$ cat config.mk
export PLATFORM = sky130hd
export DESIGN_NAME = ring_frame_sender_weighted_sum
export DESIGN_NICKNAME = d
export VERILOG_FILES = /design/src/rtl/rfs_pkg.sv /design/src/rtl/rfs_ram.sv /design/src/rtl/rfs_datapath.sv /design/src/rtl/rfs_ctrl.sv /design/src/rtl/ring_frame_sender_weighted_sum.sv
export SDC_FILE = /design/constraint.sdc
export NUM_CORES = 2
export LEC_CHECK = 0
export BUFFER_PORTS_ARGS = -buffer_cell sky130_fd_sc_hd__buf_4
export CAP_MARGIN = 20
export CORE_ASPECT_RATIO = 0.9
export CORE_MARGIN = 2
export CORE_UTILIZATION = 45
export DETAILED_ROUTE_END_ITERATION = 12
export GPL_TIMING_DRIVEN = 0
export PLACE_DENSITY = 0.65
export SLEW_MARGIN = 20
export SYNTH_ARGS = -nofsm -noshare
export SYNTH_HDL_FRONTEND = slang
export SYNTH_HIERARCHICAL = 1
export SYNTH_SLANG_ARGS = --single-unit
export TNS_END_PERCENT = 20
$ cat constraint.sdc
create_clock -name clock -period 6.9 [get_ports clock]
set_clock_uncertainty 0.1 [all_clocks]
set_input_delay 1.725 -clock clock [delete_from_list [all_inputs] [get_ports clock]]
set_output_delay 1.725 -clock clock [all_outputs]
set_load 0.02 [all_outputs]
$ cat src/rtl/rfs_pkg.sv
package rfs_pkg;

   localparam int DATA_W   = 16;
   localparam int CUR_W    = 9;
   localparam int COUNT_W  = 6;
   localparam int FRAME_W  = 7;
   localparam int STATUS_W = 2;

   localparam logic [DATA_W-1:0] FRAME_MARKER = 16'h4FFF;

   localparam logic [STATUS_W-1:0] STATUS_OK   = 2'd0;
   localparam logic [STATUS_W-1:0] STATUS_FULL = 2'd1;
   localparam logic [STATUS_W-1:0] STATUS_DROP = 2'd2;

   localparam logic OP_LOAD = 1'b0;
   localparam logic OP_SEND = 1'b1;

   // controller to datapath
   typedef struct packed {
      logic load;
      logic drop;
      logic start;
      logic fetch;
      logic emit;
      logic commit;
      logic clear;
   } rfs_cmd_type;

   // datapath to controller
   typedef struct packed {
      logic at_capacity;
      logic collide;
      logic final_word;
      logic out_free;
   } rfs_stat_type;

endpackage

$ cat src/rtl/rfs_ram.sv
module rfs_ram #(
   parameter int WIDTH = 16,
   parameter int DEPTH = 60,
   localparam int ADDR_W = (DEPTH > 1) ? $clog2(DEPTH) : 1
) (
   input  logic              clock,
   input  logic              wr_en,
   input  logic [ADDR_W-1:0] wr_addr,
   input  logic [WIDTH-1:0]  wr_data,
   input  logic              rd_en,
   input  logic [ADDR_W-1:0] rd_addr,
   output logic [WIDTH-1:0]  rd_data
);

   logic [WIDTH-1:0] mem_ff [DEPTH];
   logic [WIDTH-1:0] rd_data_ff;

   always_ff @(posedge clock) begin
      if (wr_en) begin
         mem_ff[wr_addr] <= wr_data;
      end
      if (rd_en) begin
         rd_data_ff <= mem_ff[rd_addr];
      end
   end

   assign rd_data = rd_data_ff;

endmodule

$ cat src/rtl/rfs_datapath.sv
module rfs_datapath
   import rfs_pkg::*;
#(
   parameter int MAX_WORDS  = 60,
   parameter int RING_DEPTH = 512
) (
   input  logic                clock,
   input  logic                reset,
   input  rfs_cmd_type         cmd,
   output rfs_stat_type        stat,
   input  logic [DATA_W-1:0]   data_word,
   input  logic [CUR_W-1:0]    read_cursor,
   input  logic                rsp_ready,
   output logic                rsp_valid,
   output logic [CUR_W-1:0]    rsp_ring_index,
   output logic [DATA_W-1:0]   rsp_ring_data,
   output logic                rsp_last,
   output logic [STATUS_W-1:0] rsp_status,
   output logic [COUNT_W-1:0]  rsp_sent_count
);

   localparam int ADDR_W = (MAX_WORDS > 1) ? $clog2(MAX_WORDS) : 1;

   logic [CUR_W-1:0]    write_cursor_ff, write_cursor_in;
   logic [COUNT_W-1:0]  loaded_count_ff, loaded_count_in;
   logic [DATA_W-1:0]   weighted_sum_ff, weighted_sum_in;
   logic [DATA_W-1:0]   complement_sum_ff, complement_sum_in;
   logic [CUR_W-1:0]    cur_ff, cur_in;
   logic [CUR_W-1:0]    rd_ff, rd_in;
   logic [FRAME_W-1:0]  k_ff, k_in;
   logic                out_valid_ff, out_valid_in;
   logic [CUR_W-1:0]    out_index_ff, out_index_in;
   logic [DATA_W-1:0]   out_data_ff, out_data_in;
   logic                out_last_ff, out_last_in;
   logic [STATUS_W-1:0] out_status_ff, out_status_in;
   logic [COUNT_W-1:0]  out_count_ff, out_count_in;

   logic [FRAME_W-1:0]          position;
   logic [DATA_W+FRAME_W-1:0]   product_full;
   logic [DATA_W-1:0]           product;
   logic [CUR_W-1:0]            cur_next;
   logic [FRAME_W-1:0]          payload_k;
   logic [ADDR_W-1:0]           rd_addr;
   logic [DATA_W-1:0]           ram_rd_data;
   logic [DATA_W-1:0]           frame_word;
   logic                        out_free;

   assign position     = FRAME_W'(loaded_count_ff) + FRAME_W'(1);
   assign product_full = (DATA_W+FRAME_W)'(data_word) * (DATA_W+FRAME_W)'(position);
   assign product      = product_full[DATA_W-1:0];

   assign cur_next  = (cur_ff == CUR_W'(RING_DEPTH - 1)) ? '0 : cur_ff + CUR_W'(1);
   assign payload_k = k_ff - FRAME_W'(4);
   assign rd_addr   = (k_ff >= FRAME_W'(4)) ? payload_k[ADDR_W-1:0] : '0;
   assign out_free  = !out_valid_ff || rsp_ready;

   rfs_ram #(
      .WIDTH (DATA_W),
      .DEPTH (MAX_WORDS)
   ) u_store (
      .clock   (clock),
      .wr_en   (cmd.load),
      .wr_addr (loaded_count_ff[ADDR_W-1:0]),
      .wr_data (data_word),
      .rd_en   (cmd.fetch),
      .rd_addr (rd_addr),
      .rd_data (ram_rd_data)
   );

   always_comb begin
      case (k_ff)
         FRAME_W'(0): frame_word = FRAME_MARKER;
         FRAME_W'(1): frame_word = DATA_W'(loaded_count_ff);
         FRAME_W'(2): frame_word = weighted_sum_ff + DATA_W'(loaded_count_ff) + FRAME_MARKER;
         FRAME_W'(3): frame_word = complement_sum_ff;
         default:     frame_word = ram_rd_data;
      endcase
   end

   assign stat.at_capacity = loaded_count_ff >= COUNT_W'(MAX_WORDS);
   assign stat.collide     = cur_next == rd_ff;
   assign stat.final_word  = k_ff == FRAME_W'(loaded_count_ff) + FRAME_W'(3);
   assign stat.out_free    = out_free;

   always_comb begin
      write_cursor_in   = write_cursor_ff;
      loaded_count_in   = loaded_count_ff;
      weighted_sum_in   = weighted_sum_ff;
      complement_sum_in = complement_sum_ff;
      cur_in            = cur_ff;
      rd_in             = rd_ff;
      k_in              = k_ff;
      out_valid_in      = out_valid_ff && !rsp_ready;
      out_index_in      = out_index_ff;
      out_data_in       = out_data_ff;
      out_last_in       = out_last_ff;
      out_status_in     = out_status_ff;
      out_count_in      = out_count_ff;

      if (cmd.load) begin
         loaded_count_in   = loaded_count_ff + COUNT_W'(1);
         weighted_sum_in   = weighted_sum_ff + product;
         complement_sum_in = complement_sum_ff + ~product;
      end
      if (cmd.drop) begin
         out_valid_in  = 1'b1;
         out_index_in  = '0;
         out_data_in   = '0;
         out_last_in   = 1'b1;
         out_status_in = STATUS_DROP;
         out_count_in  = '0;
      end
      if (cmd.start) begin
         cur_in = write_cursor_ff;
         rd_in  = read_cursor;
         k_in   = '0;
      end
      if (cmd.emit) begin
         out_valid_in  = 1'b1;
         out_index_in  = cur_ff;
         out_data_in   = frame_word;
         out_last_in   = stat.collide || stat.final_word;
         out_status_in = stat.collide ? STATUS_FULL : STATUS_OK;
         out_count_in  = (!stat.collide && stat.final_word) ? loaded_count_ff : '0;
         cur_in        = cur_next;
         k_in          = k_ff + FRAME_W'(1);
      end
      if (cmd.commit) begin
         write_cursor_in = cur_next;
      end
      if (cmd.clear) begin
         loaded_count_in   = '0;
         weighted_sum_in   = '0;
         complement_sum_in = '0;
      end
   end

   always_ff @(posedge clock) begin
      if (reset) begin
         write_cursor_ff   <= '0;
         loaded_count_ff   <= '0;
         weighted_sum_ff   <= '0;
         complement_sum_ff <= '0;
         out_valid_ff      <= 1'b0;
      end else begin
         write_cursor_ff   <= write_cursor_in;
         loaded_count_ff   <= loaded_count_in;
         weighted_sum_ff   <= weighted_sum_in;
         complement_sum_ff <= complement_sum_in;
         out_valid_ff      <= out_valid_in;
      end
      cur_ff        <= cur_in;
      rd_ff         <= rd_in;
      k_ff          <= k_in;
      out_index_ff  <= out_index_in;
      out_data_ff   <= out_data_in;
      out_last_ff   <= out_last_in;
      out_status_ff <= out_status_in;
      out_count_ff  <= out_count_in;
   end

   assign rsp_valid      = out_valid_ff;
   assign rsp_ring_index = out_index_ff;
   assign rsp_ring_data  = out_data_ff;
   assign rsp_last       = out_last_ff;
   assign rsp_status     = out_status_ff;
   assign rsp_sent_count = out_count_ff;

endmodule

$ cat src/rtl/rfs_ctrl.sv
module rfs_ctrl
   import rfs_pkg::*;
(
   input  logic         clock,
   input  logic         reset,
   input  logic         req_valid,
   input  logic         req_opcode,
   output logic         req_ready,
   input  rfs_stat_type stat,
   output rfs_cmd_type  cmd
);

   localparam logic [1:0] S_IDLE  = 2'd0;
   localparam logic [1:0] S_FETCH = 2'd1;
   localparam logic [1:0] S_EMIT  = 2'd2;

   logic [1:0] state_ff, state_in;
   logic       accept;

   assign req_ready = (state_ff == S_IDLE) && stat.out_free;
   assign accept    = req_valid && req_ready;

   always_comb begin
      state_in = state_ff;
      cmd      = '0;
      case (state_ff)
         S_IDLE: begin
            if (accept) begin
               if (req_opcode == OP_SEND) begin
                  cmd.start = 1'b1;
                  state_in  = S_FETCH;
               end else if (stat.at_capacity) begin
                  cmd.drop = 1'b1;
               end else begin
                  cmd.load = 1'b1;
               end
            end
         end
         S_FETCH: begin
            // store read for this frame slot, data lands next cycle
            cmd.fetch = 1'b1;
            state_in  = S_EMIT;
         end
         S_EMIT: begin
            if (stat.out_free) begin
               cmd.emit = 1'b1;
               if (stat.collide) begin
                  cmd.clear = 1'b1;
                  state_in  = S_IDLE;
               end else if (stat.final_word) begin
                  cmd.commit = 1'b1;
                  cmd.clear  = 1'b1;
                  state_in   = S_IDLE;
               end else begin
                  state_in = S_FETCH;
               end
            end
         end
         default: begin
            state_in = S_IDLE;
         end
      endcase
   end

   always_ff @(posedge clock) begin
      if (reset) begin
         state_ff <= S_IDLE;
      end else begin
         state_ff <= state_in;
      end
   end

endmodule

$ cat src/rtl/ring_frame_sender_weighted_sum.sv
// Ring frame sender with weighted checksum.
// req channel: one transaction is a load (tuser 0) that stages tdata's payload
// word, or a send (tuser 1) that writes the staged frame into the ring, with
// tdata carrying the consumer's read cursor.
// rsp channel: one transaction per ring write or dropped load: slot index, halfword,
// sent count, with status in tuser and tlast on the final write of a send or a drop.
// A frame is marker, count, checksum, complement sum, then the payload words.
// Loads return nothing, so they stream at one per cycle while the output register is free.
// A load at capacity returns a single drop transaction in the next cycle.
// A send makes 4+n ring writes for n staged words:
// each write is a registered read of the payload store followed by a load of
// the output register.
// A ring collision ends the send early with a full status; the write cursor
// keeps its old value. Staging is cleared after every send.
// When rsp is stalled the output register holds and the sequencer waits;
// req_tready stays low during a send.
// Reset clears the write cursor, staging count, sums and the output valid flag;
// the payload store needs no clearing.
module ring_frame_sender_weighted_sum
   import rfs_pkg::*;
#(
   parameter int MAX_WORDS  = 60,
   parameter int RING_DEPTH = 512
) (
   input  logic        clock,
   input  logic        reset,
   input  logic        req_tvalid,
   output logic        req_tready,
   input  logic [31:0] req_tdata,  // data_word[15:0], read_cursor[24:16], zero pad
   input  logic        req_tuser,  // opcode
   output logic        rsp_tvalid,
   input  logic        rsp_tready,
   output logic [31:0] rsp_tdata,  // ring_index[8:0], ring_data[24:9], sent_count[30:25]
   output logic        rsp_tlast,
   output logic [1:0]  rsp_tuser   // status
);

   rfs_cmd_type         cmd;
   rfs_stat_type        stat;
   logic [CUR_W-1:0]    ring_index;
   logic [DATA_W-1:0]   ring_data;
   logic [COUNT_W-1:0]  sent_count;
   logic [STATUS_W-1:0] status;

   rfs_ctrl u_ctrl (
      .clock      (clock),
      .reset      (reset),
      .req_valid  (req_tvalid),
      .req_opcode (req_tuser),
      .req_ready  (req_tready),
      .stat       (stat),
      .cmd        (cmd)
   );

   rfs_datapath #(
      .MAX_WORDS  (MAX_WORDS),
      .RING_DEPTH (RING_DEPTH)
   ) u_datapath (
      .clock          (clock),
      .reset          (reset),
      .cmd            (cmd),
      .stat           (stat),
      .data_word      (req_tdata[15:0]),
      .read_cursor    (req_tdata[24:16]),
      .rsp_ready      (rsp_tready),
      .rsp_valid      (rsp_tvalid),
      .rsp_ring_index (ring_index),
      .rsp_ring_data  (ring_data),
      .rsp_last       (rsp_tlast),
      .rsp_status     (status),
      .rsp_sent_count (sent_count)
   );

   assign rsp_tdata = {1'b0, sent_count, ring_data, ring_index};
   assign rsp_tuser = status;

endmodule

# Yosys cells after proc, flatten, opt, wreduce, memory -nomap -nowiden
# Memories as Yosys holds them, arrays and structs flattened. A register that Yosys moved wholly into a read port is not among the register bits.
# Cells that the tools add are included.
dict set report word_totals {
  ramBits 960
  reg_bits 109
  n_memories 1
  input_bits 37
}
# name depth width rd rd_clocked_by_memory_dff wr line
set memory_table {}
lappend memory_table {u_datapath.u_store.mem_ff 60 16 1 1 1 rfs_ram.sv:15} ;# logic [WIDTH-1:0] mem_ff [DEPTH];
dict set report op_classes {
  order_cmp 2
  mul 1
  n_eq_ne 11
  bitwise_logic 1
  reduce_logical 15
  mux 41
  add_sub_neg 10
}
# op n
set ops {}
lappend ops {{$pmux W16 S4} 1}
lappend ops {{$mux W9} 5}
lappend ops {{$add A16 B16 Y16} 2}
lappend ops {{$mux W16} 2}
lappend ops {{$mux W6} 4}
lappend ops {{$add A16 B15 Y16 const B} 1}
lappend ops {{$add A16 B6 Y16} 1}
lappend ops {{$mul A16 B7 Y16} 1}
lappend ops {{$not A16 Y16} 1}
lappend ops {{$mux W1} 15}
lappend ops {{$eq A7 B2 Y1 const B} 2}
lappend ops {{$mux W2} 7}
lappend ops {{$mux W7} 2}
lappend ops {{$mux W3} 4}
lappend ops {{$add A9 B1 Y9 const B} 1}
lappend ops {{$eq A9 B9 Y1} 1}
lappend ops {{$eq A9 B9 Y1 const B} 1}
lappend ops {{$add A6 B1 Y7 const B} 1}
lappend ops {{$add A6 B2 Y7 const B} 1}
lappend ops {{$add A7 B1 Y7 const B} 1}
lappend ops {{$eq A7 B1 Y1 const B} 1}
lappend ops {{$eq A7 B7 Y1} 1}
lappend ops {{$ge A7 B3 Y1 const B} 1}
lappend ops {{$logic_not A7 Y1} 1}
lappend ops {{15 further kinds} 23}

# Depth between registers and ports, before layout
dict set report logic_depth {
  depth_word 8
  mapped_depth 32
  depth_no_buf 29
}

# By module
# Netlist, hierarchy kept.
# module area_per_inst_um2 instances cells_per_inst seq_area_each_um2
set modules_own_cells {}
lappend modules_own_cells {rfs_ram 37373.3 1 1709 29308.1}
lappend modules_own_cells {rfs_datapath 9587.9 1 1043 2732.6}
lappend modules_own_cells {rfs_ctrl 172.7 1 20 40.0}
lappend modules_own_cells {ring_frame_sender_weighted_sum 11.3 1 2 0.0}

# Least setup slack after synthesis
# OpenSTA, ideal clock, no wires.
dict set report synth_timing {
  kind {input port to flip-flop}
  startpoint {in req_tdata[3]}
  endpoint {reg u_datapath.complement_sum_ff[15]}
  arrival_time_ps 6765
  required_time_ps 6684
  path_slack_ps -81
  n_path_buf 0
  cell_stages 25
  cell_sequence {and2_1 fa_1 inv_1 fa_1 inv_1 fa_1 inv_1 fa_1 inv_1 ha_1 a21boi_1 o21ai_1 a21boi_1 o21ai_0 a21oi_1 nor2_1 xor2_1 ha_1 and3_1 a21oi_1 o21ai_0 o41ai_4 xnor2_1 a21oi_1 a31o_1}
}
dict set report synth_between {
  elab_chain_cells 3
}
# item line
set synth_lines {}
lappend synth_lines {{start, declared} ring_frame_sender_weighted_sum.sv:29} ;# input logic [31:0] req_tdata,
lappend synth_lines {{$mul A16 B7 Y16} rfs_datapath.sv:49} ;# assign product_full = (DATA_W+FRAME_W)'(data_word) * (DATA_W+FRAME_W)'(position);
lappend synth_lines {{$not A16 Y16} rfs_datapath.sv:103} ;# complement_sum_in = complement_sum_ff + ~product;
lappend synth_lines {{$add A16 B16 Y16} rfs_datapath.sv:103}
lappend synth_lines {{end signal, assigned} rfs_datapath.sv:149} ;# complement_sum_ff <= complement_sum_in;
lappend synth_lines {{end, declared} rfs_datapath.sv:27} ;# logic [DATA_W-1:0] complement_sum_ff, complement_sum_in;
# No other way between the ends.
# A chain may end at the register's enable or synchronous reset.

# Worst setup path in the final report
# Ends and elaborated chain as after synthesis.

==> out/qor.csv <==
metric,value,unit
outcome,"finished, final reports clean",
adder-cell area share of the yosys netlist,0.04538,
pin count of the biggest net entering global routing,68,
min cycle time layout,6.825,ns
post-DR wirelength/cell,28.17,µm
Total Routing Usage GR,0.2280,
register area,0.03209,mm²
Synth Register Bits,1085,
Main synth FF type,edfxtp_1,
mux cell area share after synthesis,0.1277,
CP startpoint kind,input pin,
Max Cap Viol,0,
clk buf depth,3,
DP Area,0.05028,mm²
final core utilization,0.5263,
Clock Power Share,0.391,
Pre-antenna DRT Iters,6,
Vias/cell,6.060,
row count,112,
"CTS clk-pin slew, worst paths",0.06,ns
CTS Buf Count,104,
power share of the sequential group,0.490,
Combinational Power Share,0.119,
Crit path required time,7.34,ns
share of cells above drive strength 1,0.2290,
area occupied by multi-input gates,0.01434,mm²
Routed Antenna Nets,0,
Post-Synth Simple-Gate Area,0.05167,
Final Cycle Share,0.9892,
Layout Cell Area excl Fill,0.05465,mm²
Psw,0.003613,W
XOR/XNOR Fraction of Synth Area,0.01744,
NumNets Final,3197,
Synth async-reset ratio,0,
Horiz. Die Dim,345.2,µm
die height,311.1,µm
synth warn,6,
Post-Route WL,126300,µm
Critical Path End Type,register,
"Max FO, Critical Path",17,
number of enable flip-flop cells after synthesis,1035,
routability cong.,0.9543,
Fill cells,8187,
global-route wire length before repair,180800,µm
Initial Utilization,0.4540,
Root Driver,clkbuf_16,
R2R cell count,28,
P_int,0.01133,W
# setup viols final,0,
top achievable clock speed,146.5,MHz
"Area growth, synth to finish",15.92,%
"commonest non-fill, non-tap cell in the layout",edfxtp_1,
Worst Setup Path Type,in -> reg,
syn avg cell area,17.00,µm²
total power,0.01494,W
Slew headroom,0.3018,
largest family of logic cells by synthesized area,multiplexers,
Worst Hold Class,reg -> reg,
Crit path arrival time,7.26,ns
CTS tree,done,
measured slew at the worst slew-check pin,1.047,ns
initial antenna violation count,8,
worst hold stages,2,
DRT iter0 DRCs,3303,
# port buffers,65,
Top-Level Pins,74,
Post-DP HPWL,83190,µm
number of global-route vias before repair,26798,
Vias,27153,
Power Density,273.4,mW/mm²
Synth Area in Compound Gates,0.05109,
WHS,0.4002,ns
Lkg Pwr,18.43,nW
core area,0.1038,mm²
final hold violations,0,
synth unique cells,81,
DRC viols,0,
hold-fix buffers at CTS,0,
clock tree sinks,1085,
Die Footprint,0.1074,mm²
sw frac,0.2418,
latest clock arrival within the worst-skew pair,0.70,ns
synthesized area,0.04715,mm²
sequential area share after synthesis,0.6805,
Slew Limit Fails,0,
GRT overflow,0,
"commonest cells after routing, fill and taps aside","edfxtp_1, mux4_2, mux2i_1, inv_1, clkbuf_16",
H-tree Lvls,3,
post-synth net total,2949,
Syn Inst Count,2774,
peak supply drop,245.8,µV
==> synthesized netlist by cell type, types with 4 or more instances <==
cell	instances	area share
and2_1	60	0.0080
a21oi_1	74	0.0079
and3_1	15	0.0020
o2111ai_1	10	0.0019
and2_2	6	0.00096
xnor2_1	56	0.010
o21ai_1	11	0.0012
or2_2	4	0.00053
a22oi_1	44	0.0070
nor2b_1	16	0.0021
o221ai_1	8	0.0015
nor3_1	20	0.0021
buf_4	22	0.0035
dfxtp_1	50	0.021
buf_2	20	0.0021
mux2_2	9	0.0021
nand4_1	11	0.0015
fa_1	55	0.023
ha_1	83	0.022
mux4_2	201	0.096
nand3_1	44	0.0047
o21a_1	6	0.00096
or3_1	11	0.0015
nor3b_1	5	0.00080
clkbuf_1	70	0.0056
a211oi_1	4	0.00064
nand3b_1	9	0.0014
buf_6	12	0.0029
nor2_1	167	0.013
edfxtp_1	1035	0.66
buf_1	15	0.0012
mux2i_1	139	0.030
xor2_1	27	0.0050
nand2_1	104	0.0083
nor4_1	4	0.00053
a31oi_1	7	0.00093
o211ai_1	16	0.0025
o21ai_0	55	0.0058
a21o_1	10	0.0016
a221oi_1	63	0.012
nand2b_1	12	0.0016
inv_1	128	0.010
==> flip-flops by register name, indices dropped and copies added (netlist names) <==
name,flops
u_ctrl/state_ff,2
u_datapath/complement_sum_ff,16
u_datapath/cur_ff,9
u_datapath/k_ff,7
u_datapath/loaded_count_ff,6
u_datapath/rd_ff,9
u_datapath/rsp_last,1
u_datapath/rsp_ring_data,16
u_datapath/rsp_ring_index,9
u_datapath/rsp_sent_count,6
u_datapath/rsp_status,2
u_datapath/rsp_valid,1
u_datapath/u_store/mem_ff,960
u_datapath/u_store/rd_data,16
u_datapath/weighted_sum_ff,16
u_datapath/write_cursor_ff,9
==> stage by stage <==
step	instances	setup TNS (ns)	worst slack, ns
6_report	4481	0	0.07452
5_1_grt	4477	-0.007428	-0.007428
4_1_cts	4463	0	0.00008837
3_5_place_dp	4267	-14.08	-1.448
3_3_place_gp	4207	-11.84	-1.214
2_1_floorplan	2774	0	0.01947
==> layout make-up <==
type | instances | share of cell area
antenna | 4 | 0.0001832
inverter | 130 | 0.008997
sequential | 1085 | 0.5872
timing repair buffer | 143 | 0.03175
tap | 1368 | 0.03132
multi-input combinational | 1418 | 0.2623
clock buffer | 124 | 0.04954
clock inverter | 69 | 0.01440
buffer | 140 | 0.01429
==> cells by family after synthesis <==
group / count (synthesis)
and+or+nand+nor: 500
muxes: 349
buffers and inverters: 271
other: 1
xor gates and xnor gates: 88
adders and majority gates: 138
DFF: 1085
AOI/OAI and AO/OA: 342
==> timing repair <==
action / 4_1_cts / 5_1_grt
endpoints found under the hold margin: 0 / 0
buffers inserted: 3 / 6
gates cloned: 1 / 8
resized for setup: 49 / 74
setup endpoints to repair: 16 / 9
pin swaps: 4 / 19
==> metal layers <==
metal | GRT usage | share of wire | up-vias | wire (µm)
met1 | 0.3191 | 0.40 | 14173 | 50820
met3 | 0.04478 | 0.094 | 237 | 11920
li1 | - | - | 11382 | -
met2 | 0.3668 | 0.47 | 1355 | 59580
met4 | 0.06210 | 0.031 | 6 | 3858
met5 | 0 | 0.00052 | - | 66
==> worst max-delay path, stage by stage <==
cell     delay, ns
buf_16        0.15
and2_4        0.18
fa_1          0.54
inv_1         0.06
fa_1          0.52
inv_2         0.04
fa_1          0.53
inv_1         0.05
fa_1          0.55
inv_2         0.05
ha_4          0.25
o21a_1        0.19
nor2_2        0.13
a21oi_1       0.07
a21oi_2       0.18
xnor2_2       0.17
inv_2         0.09
ha_4          0.17
or3_4         0.37
o31ai_4       0.28
o21ai_2       0.11
o41ai_4       0.37
xnor2_2       0.17
a21oi_1       0.09
a31o_1        0.18
==> power by group through the flow <==
stage / Combinational [W] / Clock (W) / Sequential (W)
3_3_place_gp: 0.00161 / 0 / 0.00746
6_report: 0.00178 / 0.00584 / 0.00732
3_5_place_dp: 0.00165 / 0 / 0.00746
4_1_cts: 0.00168 / 0.00592 / 0.00732
2_1_floorplan: 0.00108 / 0 / 0.00744
5_1_grt: 0.00191 / 0.00618 / 0.00732
==> worst paths after layout <==
check / start / endpoint / slack [ns]
setup reg to reg: u_datapath/loaded_count_ff[0] / u_datapath/complement_sum_ff[15] / 0.16
setup / recovery: req_tdata[3] / u_datapath/complement_sum_ff[15] / 0.07
hold / removal: u_datapath/write_cursor_ff[3] / u_datapath/write_cursor_ff[3] / 0.40
hold reg to reg: u_datapath/write_cursor_ff[3] / u_datapath/write_cursor_ff[3] / 0.40
Power figures use the tool's default switching activity.
